**config.mk**
```make
export PLATFORM = sky130hd
export DESIGN_NAME = three_channel_servo_pwm_unit
export DESIGN_NICKNAME = d
export VERILOG_FILES = /design/src/rtl/tspwm_pkg.sv /design/src/rtl/tspwm_setpoint.sv /design/src/rtl/three_channel_servo_pwm_unit.sv
export SDC_FILE = /design/constraint.sdc
export NUM_CORES = 2
export LEC_CHECK = 0
export BUFFER_PORTS_ARGS = -buffer_cell sky130_fd_sc_hd__buf_4
export CORE_ASPECT_RATIO = 0.6
export CORE_UTILIZATION = 40
export CTS_BUF_LIST = sky130_fd_sc_hd__clkbuf_8
export CTS_CLUSTER_DIAMETER = 50
export DETAILED_ROUTE_END_ITERATION = 16
export PLACE_DENSITY_LB_ADDON = 0.3
export SLEW_MARGIN = 30
export SYNTH_ARGS = -nofsm -noshare
export SYNTH_HDL_FRONTEND = slang
export SYNTH_SLANG_ARGS = --single-unit
```
**constraint.sdc**
```tcl
create_clock -name clock -period 11.5 [get_ports clock]
set_input_delay 0 -clock clock [delete_from_list [all_inputs] [get_ports clock]]
set_output_delay 0 -clock clock [all_outputs]
set_load 0.1 [all_outputs]
```
**src/rtl/tspwm_pkg.sv**
```systemverilog
// Shared types and constants for the three-channel servo pulse generator.
`timescale 1ns / 1ps
`default_nettype none

package tspwm_pkg;

   // Timer ticks per microsecond and radian gain (Q6 of ticks per radian)
   localparam int TICKS_PER_US = 3;
   localparam logic [15:0] RAD_GAIN_Q6 = 16'd61115;

   localparam int NUM_CH = 3;

   // Neutral width in ticks and signed set-point sum widths
   localparam int BASE_W = 15 + $clog2(TICKS_PER_US + 1);
   localparam int SUM_W  = BASE_W + 2;

   // Reset values
   localparam logic [15:0] RESET_PERIOD  = 16'd60000;
   localparam logic [14:0] RESET_NEUTRAL = 15'd1500;
   localparam logic [15:0] RESET_COMPARE = 16'd4500;
   localparam logic [14:0] RESET_COMPARE_US = 15'(4500 / TICKS_PER_US);
   localparam logic [BASE_W-1:0] RESET_BASE = BASE_W'(1500 * TICKS_PER_US);

   // Reciprocal for ticks-to-microseconds: exact for any 16-bit count
   localparam int US_SHIFT    = 20;
   localparam int US_RECIP_W  = US_SHIFT + 1;
   localparam logic [US_RECIP_W-1:0] US_RECIP =
      US_RECIP_W'((2 ** US_SHIFT + TICKS_PER_US - 1) / TICKS_PER_US);

   // Reciprocal of three, exact for values below 2**17 (degrees: /8 then /3)
   localparam int DEG_SHIFT = 18;
   localparam logic [16:0] DEG_RECIP = 17'((2 ** DEG_SHIFT + 2) / 3);

   // Radian quotient rounding toward zero
   localparam int RAD_SHIFT = 18;

   // Request kinds
   typedef enum logic [1:0] {
      REQ_TICK    = 2'd0,
      REQ_SET_US  = 2'd1,
      REQ_SET_RAD = 2'd2,
      REQ_SET_DEG = 2'd3
   } req_kind_type;

   // Configuration register indexes, one 32-bit word each
   typedef enum logic [2:0] {
      CSR_PERIOD   = 3'd0,
      CSR_ENABLE   = 3'd1,
      CSR_NEUTRAL0 = 3'd2,
      CSR_NEUTRAL1 = 3'd3,
      CSR_NEUTRAL2 = 3'd4
   } csr_index_type;

   // Channel code that addresses no servo
   localparam logic [1:0] CH_NONE = 2'd3;

   // Finished set-point handed to the commit stage
   typedef struct packed {
      logic          valid;
      req_kind_type  req_type;
      logic [1:0]    channel;
      logic [15:0]   cand_ticks;
      logic [14:0]   cand_us;
   } cmd_type;

endpackage

`default_nettype wire

```
**src/rtl/tspwm_setpoint.sv**
```systemverilog
// Set-point pipeline: request register, products, saturated compare value, microsecond value.
`timescale 1ns / 1ps
`default_nettype none

module tspwm_setpoint
   import tspwm_pkg::*;
(
   input  wire logic                          clock,
   input  wire logic                          reset,
   input  wire logic                          req_valid,
   output logic                               req_stall,
   input  wire logic [1:0]                    req_type,
   input  wire logic [1:0]                    req_channel,
   input  wire logic signed [15:0]            req_value,
   input  wire logic [NUM_CH-1:0][BASE_W-1:0] base_ticks,
   input  wire logic                          take_ready,
   output cmd_type                            cmd
);

   // Stage valids
   logic s1_valid_ff, s1_valid_in;
   logic s2_valid_ff, s2_valid_in;
   logic s3_valid_ff, s3_valid_in;
   logic s4_valid_ff, s4_valid_in;
   logic rdy1, rdy2, rdy3, rdy4;

   // Stage 1: request register
   req_kind_type       s1_type_ff;
   logic [1:0]         s1_ch_ff;
   logic signed [15:0] s1_value_ff;

   // Stage 2: products
   req_kind_type             s2_type_ff;
   logic [1:0]               s2_ch_ff;
   logic signed [SUM_W-1:0]  s2_us_val_ff, s2_us_val_in;
   logic signed [32:0]       s2_rad_prod_ff, s2_rad_prod_in;
   logic [33:0]              s2_deg_prod_ff, s2_deg_prod_in;
   logic                     s2_deg_neg_ff;

   // Stage 3: saturated compare value
   req_kind_type s3_type_ff;
   logic [1:0]   s3_ch_ff;
   logic [15:0]  s3_cand_ff, s3_cand_in;

   // Stage 4: compare value and its microsecond form
   req_kind_type s4_type_ff;
   logic [1:0]   s4_ch_ff;
   logic [15:0]  s4_cand_ff;
   logic [14:0]  s4_us_ff, s4_us_in;

   // Ready chain: a stage loads when empty or when its item moves on
   assign rdy4 = !s4_valid_ff || take_ready;
   assign rdy3 = !s3_valid_ff || rdy4;
   assign rdy2 = !s2_valid_ff || rdy3;
   assign rdy1 = !s1_valid_ff || rdy2;
   assign req_stall = !rdy1;

   assign s1_valid_in = rdy1 ? req_valid   : s1_valid_ff;
   assign s2_valid_in = rdy2 ? s1_valid_ff : s2_valid_ff;
   assign s3_valid_in = rdy3 ? s2_valid_ff : s3_valid_ff;
   assign s4_valid_in = rdy4 ? s3_valid_ff : s4_valid_ff;

   always_ff @(posedge clock) begin
      if (reset) begin
         s1_valid_ff <= 1'b0;
         s2_valid_ff <= 1'b0;
         s3_valid_ff <= 1'b0;
         s4_valid_ff <= 1'b0;
      end else begin
         s1_valid_ff <= s1_valid_in;
         s2_valid_ff <= s2_valid_in;
         s3_valid_ff <= s3_valid_in;
         s4_valid_ff <= s4_valid_in;
      end
   end

   // Capture the request
   always_ff @(posedge clock) begin
      if (rdy1) begin
         s1_type_ff  <= req_kind_type'(req_type);
         s1_ch_ff    <= req_channel;
         s1_value_ff <= req_value;
      end
   end

   // Form the three candidate products
   logic signed [SUM_W-1:0] val_ext;
   logic [15:0]             deg_mag;
   logic [20:0]             deg_mag25;
   logic [16:0]             deg_div8;

   always_comb begin
      val_ext        = {{(SUM_W-16){s1_value_ff[15]}}, s1_value_ff};
      s2_us_val_in   = val_ext * $signed(SUM_W'(TICKS_PER_US));
      s2_rad_prod_in = s1_value_ff * $signed({1'b0, RAD_GAIN_Q6});
      deg_mag        = s1_value_ff[15] ? (~s1_value_ff + 16'd1) : s1_value_ff;
      // times 25 as shifts and adds, then /24 as /8 and a reciprocal of 3
      deg_mag25      = ({5'b0, deg_mag} << 4) + ({5'b0, deg_mag} << 3) + {5'b0, deg_mag};
      deg_div8       = deg_mag25[19:3];
      s2_deg_prod_in = {17'b0, deg_div8} * {17'b0, DEG_RECIP};
   end

   always_ff @(posedge clock) begin
      if (rdy2) begin
         s2_type_ff     <= s1_type_ff;
         s2_ch_ff       <= s1_ch_ff;
         s2_us_val_ff   <= s2_us_val_in;
         s2_rad_prod_ff <= s2_rad_prod_in;
         s2_deg_prod_ff <= s2_deg_prod_in;
         s2_deg_neg_ff  <= s1_value_ff[15];
      end
   end

   // Add the neutral width to radian and degree offsets and saturate to 16 bits
   logic [32:0]             rad_sum;
   logic [14:0]             rad_q;
   logic [15:0]             deg_q;
   logic signed [SUM_W-1:0] rad_off, deg_mag_ext, deg_off, base_ext, sum;
   logic [BASE_W-1:0]       base_sel;

   always_comb begin
      // round the radian quotient toward zero
      rad_sum  = s2_rad_prod_ff[32] ? (s2_rad_prod_ff + 33'((2 ** RAD_SHIFT) - 1))
                                    : s2_rad_prod_ff;
      rad_q    = rad_sum[32:RAD_SHIFT];
      rad_off  = {{(SUM_W-15){rad_q[14]}}, rad_q};
      deg_q    = s2_deg_prod_ff[33:DEG_SHIFT];
      deg_mag_ext = {{(SUM_W-16){1'b0}}, deg_q};
      deg_off  = s2_deg_neg_ff ? (SUM_W'(0) - deg_mag_ext) : deg_mag_ext;
      case (s2_ch_ff)
         2'd0:    base_sel = base_ticks[0];
         2'd1:    base_sel = base_ticks[1];
         2'd2:    base_sel = base_ticks[2];
         default: base_sel = '0;
      endcase
      base_ext = {2'b00, base_sel};
      case (s2_type_ff)
         REQ_SET_US:  sum = s2_us_val_ff;
         REQ_SET_RAD: sum = base_ext + rad_off;
         REQ_SET_DEG: sum = base_ext + deg_off;
         default:     sum = '0;
      endcase
      if (sum[SUM_W-1]) begin
         s3_cand_in = 16'd0;
      end else if (|sum[SUM_W-2:16]) begin
         s3_cand_in = 16'hFFFF;
      end else begin
         s3_cand_in = sum[15:0];
      end
   end

   always_ff @(posedge clock) begin
      if (rdy3) begin
         s3_type_ff <= s2_type_ff;
         s3_ch_ff   <= s2_ch_ff;
         s3_cand_ff <= s3_cand_in;
      end
   end

   // Convert ticks to microseconds by reciprocal, saturate to 15 bits
   logic [16+US_RECIP_W-1:0] us_prod;
   logic [16:0]              us_q;

   always_comb begin
      us_prod  = {{US_RECIP_W{1'b0}}, s3_cand_ff} * {16'b0, US_RECIP};
      us_q     = us_prod[US_SHIFT+16:US_SHIFT];
      s4_us_in = (|us_q[16:15]) ? 15'h7FFF : us_q[14:0];
   end

   always_ff @(posedge clock) begin
      if (rdy4) begin
         s4_type_ff <= s3_type_ff;
         s4_ch_ff   <= s3_ch_ff;
         s4_cand_ff <= s3_cand_ff;
         s4_us_ff   <= s4_us_in;
      end
   end

   assign cmd.valid      = s4_valid_ff;
   assign cmd.req_type   = s4_type_ff;
   assign cmd.channel    = s4_ch_ff;
   assign cmd.cand_ticks = s4_cand_ff;
   assign cmd.cand_us    = s4_us_ff;

endmodule

`default_nettype wire

```
**src/rtl/three_channel_servo_pwm_unit.sv**
```systemverilog
// Top level of the three-channel servo pulse generator: registers, commit stage, result register.
`timescale 1ns / 1ps
`default_nettype none

// Three-channel servo pulse generator. Every request is a tick (advance the
// frame counter, which wraps after period_ticks) or a set-point for one
// channel given in microseconds, radians Q4.12 or 1/16 degrees; each request
// returns one result with the pin levels, a frame-start flag and the
// addressed channel's compare value in ticks and microseconds. The block
// takes one request per clock while req_stall is low; a request lands in the
// first of four set-point pipeline registers, passes through the others, and
// the commit stage after the last one updates the counter and compare values
// and loads the result register.
// Stall on the result side holds every full stage; req_stall rises only once
// all stages hold a request, so a bubble anywhere is absorbed first.
// Configuration registers at byte addresses 0x00 period_ticks,
// 0x04 enable_mask, 0x08/0x0C/0x10 neutral width of channels 0..2 in us.

module three_channel_servo_pwm_unit
   import tspwm_pkg::*;
(
   input  wire logic               clock,
   input  wire logic               reset,
   // request channel
   input  wire logic               req_valid,
   output logic                    req_stall,
   input  wire logic [1:0]         req_type,
   input  wire logic [1:0]         req_channel,
   input  wire logic signed [15:0] req_value,
   // result channel
   output logic                    rsp_valid,
   input  wire logic               rsp_stall,
   output logic [2:0]              rsp_pwm_out,
   output logic                    rsp_frame_start,
   output logic [15:0]             rsp_readback_ticks,
   output logic [14:0]             rsp_readback_us,
   // configuration port
   input  wire logic               psel,
   input  wire logic               penable,
   input  wire logic               pwrite,
   input  wire logic [4:0]         paddr,
   input  wire logic [31:0]        pwdata,
   output logic [31:0]             prdata,
   output logic                    pready
);

   // Configuration
   logic [15:0]                    period_ff;
   logic [NUM_CH-1:0]              enable_ff;
   logic [NUM_CH-1:0][14:0]        neutral_ff;
   logic [NUM_CH-1:0][BASE_W-1:0]  base_ff;
   csr_index_type                  reg_index;
   logic                           cfg_write;
   logic [BASE_W-1:0]              base_in;

   assign pready    = 1'b1;
   assign reg_index = csr_index_type'(paddr[4:2]);
   assign cfg_write = psel && penable && pwrite && pready;
   assign base_in   = BASE_W'(pwdata[14:0]) * BASE_W'(TICKS_PER_US);

   // Write registers; keep the neutral width also in ticks
   always_ff @(posedge clock) begin
      if (reset) begin
         period_ff  <= RESET_PERIOD;
         enable_ff  <= '0;
         for (int i = 0; i < NUM_CH; i++) begin
            neutral_ff[i] <= RESET_NEUTRAL;
            base_ff[i]    <= RESET_BASE;
         end
      end else if (cfg_write) begin
         case (reg_index)
            CSR_PERIOD:   period_ff <= pwdata[15:0];
            CSR_ENABLE:   enable_ff <= pwdata[NUM_CH-1:0];
            CSR_NEUTRAL0: begin
               neutral_ff[0] <= pwdata[14:0];
               base_ff[0]    <= base_in;
            end
            CSR_NEUTRAL1: begin
               neutral_ff[1] <= pwdata[14:0];
               base_ff[1]    <= base_in;
            end
            CSR_NEUTRAL2: begin
               neutral_ff[2] <= pwdata[14:0];
               base_ff[2]    <= base_in;
            end
            default: ;
         endcase
      end
   end

   // Read back registers
   always_comb begin
      case (reg_index)
         CSR_PERIOD:   prdata = {16'b0, period_ff};
         CSR_ENABLE:   prdata = {29'b0, enable_ff};
         CSR_NEUTRAL0: prdata = {17'b0, neutral_ff[0]};
         CSR_NEUTRAL1: prdata = {17'b0, neutral_ff[1]};
         CSR_NEUTRAL2: prdata = {17'b0, neutral_ff[2]};
         default:      prdata = '0;
      endcase
   end

   // Set-point pipeline
   cmd_type cmd;
   logic    out_free;
   logic    commit;

   assign out_free = !rsp_valid || !rsp_stall;
   assign commit   = cmd.valid && out_free;

   tspwm_setpoint u_setpoint (
      .clock       (clock),
      .reset       (reset),
      .req_valid   (req_valid),
      .req_stall   (req_stall),
      .req_type    (req_type),
      .req_channel (req_channel),
      .req_value   (req_value),
      .base_ticks  (base_ff),
      .take_ready  (out_free),
      .cmd         (cmd)
   );

   // Servo state
   logic [15:0]             counter_ff, counter_in;
   logic [NUM_CH-1:0][15:0] compare_ff, compare_in;
   logic [NUM_CH-1:0][14:0] compare_us_ff, compare_us_in;
   logic                    wrap_in;
   logic [NUM_CH-1:0]       pins_in;
   logic [15:0]             rb_ticks_in;
   logic [14:0]             rb_us_in;

   // Advance the counter or load a compare value, then form the result
   always_comb begin
      counter_in    = counter_ff;
      compare_in    = compare_ff;
      compare_us_in = compare_us_ff;
      wrap_in       = 1'b0;
      if (cmd.req_type == REQ_TICK) begin
         if (counter_ff >= period_ff) begin
            counter_in = '0;
            wrap_in    = 1'b1;
         end else begin
            counter_in = counter_ff + 16'd1;
         end
      end else begin
         for (int i = 0; i < NUM_CH; i++) begin
            if (cmd.channel == 2'(i)) begin
               compare_in[i]    = cmd.cand_ticks;
               compare_us_in[i] = cmd.cand_us;
            end
         end
      end
      for (int i = 0; i < NUM_CH; i++) begin
         pins_in[i] = enable_ff[i] && (counter_in < compare_in[i]);
      end
      case (cmd.channel)
         2'd0: begin
            rb_ticks_in = compare_in[0];
            rb_us_in    = compare_us_in[0];
         end
         2'd1: begin
            rb_ticks_in = compare_in[1];
            rb_us_in    = compare_us_in[1];
         end
         2'd2: begin
            rb_ticks_in = compare_in[2];
            rb_us_in    = compare_us_in[2];
         end
         default: begin
            rb_ticks_in = '0;
            rb_us_in    = '0;
         end
      endcase
   end

   always_ff @(posedge clock) begin
      if (reset) begin
         counter_ff <= '0;
         for (int i = 0; i < NUM_CH; i++) begin
            compare_ff[i]    <= RESET_COMPARE;
            compare_us_ff[i] <= RESET_COMPARE_US;
         end
      end else if (commit) begin
         counter_ff    <= counter_in;
         compare_ff    <= compare_in;
         compare_us_ff <= compare_us_in;
      end
   end

   // Result register: load on commit, drop once taken
   logic        rsp_valid_ff;
   logic [2:0]  rsp_pwm_out_ff;
   logic        rsp_frame_start_ff;
   logic [15:0] rsp_readback_ticks_ff;
   logic [14:0] rsp_readback_us_ff;

   always_ff @(posedge clock) begin
      if (reset) begin
         rsp_valid_ff <= 1'b0;
      end else if (commit) begin
         rsp_valid_ff <= 1'b1;
      end else if (!rsp_stall) begin
         rsp_valid_ff <= 1'b0;
      end
   end

   always_ff @(posedge clock) begin
      if (commit) begin
         rsp_pwm_out_ff        <= pins_in;
         rsp_frame_start_ff    <= wrap_in;
         rsp_readback_ticks_ff <= rb_ticks_in;
         rsp_readback_us_ff    <= rb_us_in;
      end
   end

   assign rsp_valid          = rsp_valid_ff;
   assign rsp_pwm_out        = rsp_pwm_out_ff;
   assign rsp_frame_start    = rsp_frame_start_ff;
   assign rsp_readback_ticks = rsp_readback_ticks_ff;
   assign rsp_readback_us    = rsp_readback_us_ff;

   // A wrapping tick leaves the counter at zero
   assert property (@(posedge clock) disable iff (reset)
      commit && wrap_in |=> counter_ff == 16'd0)
      else $error("counter not zero after frame wrap");

   // A set request leaves the counter alone
   assert property (@(posedge clock) disable iff (reset)
      commit && cmd.req_type != REQ_TICK |=> $stable(counter_ff))
      else $error("counter moved on a set request");

   // Microsecond readback is the tick readback divided down, unless saturated
   assert property (@(posedge clock) disable iff (reset)
      rsp_valid_ff && rsp_readback_us_ff != 15'h7FFF |->
         (21'(rsp_readback_us_ff) * 21'(TICKS_PER_US) <= 21'(rsp_readback_ticks_ff)) &&
         (21'(rsp_readback_ticks_ff) <
          21'(rsp_readback_us_ff) * 21'(TICKS_PER_US) + 21'(TICKS_PER_US)))
      else $error("microsecond readback does not match ticks");

endmodule

`default_nettype wire
```
==> flow_metrics.py <==
metrics = {
    "global_routing": {
        "grt_max_degree": 78,
        "gr-usage-all-layers": 0.2039,
        "overflow": 0,
        "grt_pass1_wl_um": 145100,
        "antenna_found_initial": 2,
        "grt_pass1_vias": 25762,
    },
    "clock_network": {
        "clkTransAtPathRegs_ps": 60,
        "clockBufferDepth": 3,
        "cts_tree": "done",
        "cts_root_buffer": "clkbuf_8",
        "clk_latency_ps": 720,
        "cts_buffers": 68,
        "clock_sinks": 406,
        "cts_setup_buffers": 0,
        "cts_max_level": 3,
    },
    "final_layout": {
        "regArea_um2": 9930,
        "fin_cells": 5010,
        "nFillCells": 8351,
        "syn_to_final_growth_pct": 10.92,
        "multi_input_area_um2": 23280,
        "nets": 4665,
        "drive_gt1_frac": 0.07796,
    },
    "logic_synthesis": {
        "netlist.area_leader.share": 0.1845,
        "synth.distinct_cells": 84,
        "synth_top_area_cell": "ha_1",
        "synth_ff_type": "dfxtp_1",
        "synth_area_leaders": "ha_1, fa_1, edfxtp_1",
        "synth_seq_cells": 406,
        "async_reset_ff_frac": 0,
        "synth_enable_flop_cells": 180,
        "netlist_top_cells_count": "ha_1, inv_1, nand2_1",
        "avgSynthCellArea_um2": 9.732,
        "synth_most_common_cell": "ha_1",
        "ys_warn_count": 0,
        "netlist_instances": 3658,
        "synth_seq_area_share": 0.2789,
        "netlist_area_um2": 35600,
    },
    "run_status": {
        "outcome": "finished clean",
    },
    "drt": {
        "firstDrtPassIters": 7,
        "ant_nets": 0,
        "via_per_inst": 5.223,
        "wl_per_cell_um": 18.15,
        "drt-total-wl_um": 90950,
        "drt-initial-drc-count": 1780,
        "drt_drc_violations_left": 0,
        "num_vias": 26166,
    },
    "timing": {
        "finClkSkew_ps": 72.20,
        "tns_ps": 0,
        "setup_viol": 0,
        "worst_slack_ps": 1443,
        "finalMaxSlewViolations": 0,
        "tightest_slew_ps": 966.1,
        "slew_headroom": 0.3560,
        "period_share": 0.8745,
        "hold_viol": 0,
        "period_needed_ps": 10060,
        "clock.fmax_mhz": 99.43,
        "rsz0062_at_grt": "false",
    },
    "worst_setup_path": {
        "critPathLaunchType": "register",
        "critPathMaxStageDelay_ps": 560,
        "required_ps": 11930,
        "critical_path_class": "register to register",
        "cpMaxStageDelayCell": "fa_1",
        "setup.worst_path.end_class": "register",
        "crit_top_cell": "inv_1",
        "cp_max_fo": 5,
        "arrival_ps": 10490,
    },
    "placement": {
        "routabilityCongestion": 0.9573,
        "port_buffers": 98,
        "dpl.hpwl_um": 70570,
        "dp_slack_ps": 1468,
        "dpl.cell_count": 4823,
    },
    "floorplanning": {
        "core.rowCount": 84,
        "die-width_um": 387.1,
        "dieArea_um2": 90230,
        "initial_core_util": 0.4052,
        "ios": 134,
        "chipHeight_um": 233.1,
        "core-area_um2": 87860,
    },
    "job": {
        "drv_cap": 0,
    },
    "min_path": {
        "hp-class": "input pin to register",
    },
}
-- cell usage in the layout, fill, tap and decap left out, types with 13 or more instances in the layout --
| master | count |
|---|---|
| nor3_1 | 26 |
| buf_4 | 126 |
| fa_1 | 281 |
| edfxtp_1 | 180 |
| o21a_1 | 22 |
| dfxtp_1 | 226 |
| o211ai_1 | 40 |
| o21bai_1 | 31 |
| conb_1 | 17 |
| a211oi_1 | 50 |
| and2_1 | 19 |
| a31o_2 | 13 |
| a31oi_1 | 14 |
| a21oi_1 | 215 |
| inv_1 | 527 |
| nand2_1 | 386 |
| xor2_1 | 44 |
| mux2i_1 | 69 |
| xnor2_1 | 123 |
| nor2_1 | 143 |
| nand2b_1 | 17 |
| and3_1 | 18 |
| nor2b_1 | 23 |
| a21o_1 | 70 |
| nand4_1 | 19 |
| mux2_2 | 32 |
| nand3_1 | 89 |
| dlygate4sd3_1 | 63 |
| o22ai_1 | 34 |
| clkbuf_8 | 74 |
| o21ai_0 | 111 |
| a221o_1 | 18 |
| ha_1 | 525 |
-- logic make-up (layout without fill, tap and decap cells) --
family          Yosys count  in the layout  share of synthesized area
compound gates          720            720                     0.1337
mux                     101            101                    0.02952
other cells               2             18                  0.0002110
flops                   406            406                     0.2789
simple gates            812            812                     0.1041
fa+ha+maj               806            806                     0.3425
xor+xnor                167            167                    0.04109
buf+inv                 644            819                    0.06994
-- worst max-delay path, delay by kind of cell (launching register included) --
family,cells,cell delay (ps)
XOR/XNOR,1,420
flip-flops,1,480
adder cells (fa/ha/maj),10,3900
AND/OR/NAND/NOR,3,490
multiplexers,1,380
buffers and inverters,6,520
AO/OA/AOI/OAI,16,3560
-- worst paths after layout --
check	startpoint	to	slack (ps)	cells after the start
worst min-delay path	req_valid	u_setpoint.s1_valid_ff	80	3
worst min register to register	u_setpoint.s1_type_ff[0]	u_setpoint.s2_type_ff[0]	420	0
worst max-delay path	u_setpoint.s1_value_ff[2]	u_setpoint.s2_deg_prod_ff[33]	1440	37
worst max register to register	u_setpoint.s1_value_ff[2]	u_setpoint.s2_deg_prod_ff[33]	1440	37
-- registers in the layout, summed over array words and instances (netlist names), 15 cells and up --
signal / count
u_setpoint.s2_rad_prod_ff: 33
rsp_readback_ticks: 16
rsp_readback_us: 15
u_setpoint.s4_cand_ff: 16
u_setpoint.s3_cand_ff: 16
u_setpoint.s2_us_val_ff: 16
u_setpoint.s2_deg_prod_ff: 16
u_setpoint.s1_value_ff: 16
compare_us_ff: 45
u_setpoint.s4_us_ff: 15
neutral_ff: 45
period_ff: 16
base_ff: 48
counter_ff: 16
compare_ff: 48
-- stage by stage --
step | utilization | instance area [um2] | hold slack (ps)
finish | 0.4494 | 39490 | 75.16
global placement | 0.4270 | 37520 | 178.6
CTS | 0.4493 | 39480 | 27.82
global route | 0.4494 | 39490 | 65.15
detailed placement | 0.4270 | 37520 | 179.4
floorplan | - | 35660 | 98.87
-- layout make-up --
class	count	area share
repair buffers	190	0.04021
clock inverters	49	0.007827
flip-flops and latches	406	0.2515
diodes	1	0.00006337
well taps	1161	0.03679
inverters	506	0.04816
multi-input cells	2623	0.5897
clock buffers	74	0.02579
-- per-layer routing --
layer | global-route usage | vias to the layer above | share of wire
met5 | 0.01230 | - | 0.0017
met4 | 0.04005 | 2 | 0.014
met3 | 0.06450 | 94 | 0.085
met2 | 0.2765 | 713 | 0.38
met1 | 0.3097 | 12532 | 0.52
li1 | - | 12825 | -
-- repair_timing --
item	CTS	global route
hold endpoints to repair	183	0
hold buffers	63	0
gates resized for setup	0	0
Power is left out: the tool's default activity adds up to more than one toggle a clock period on the data nets, which glitch-free logic cannot reach.
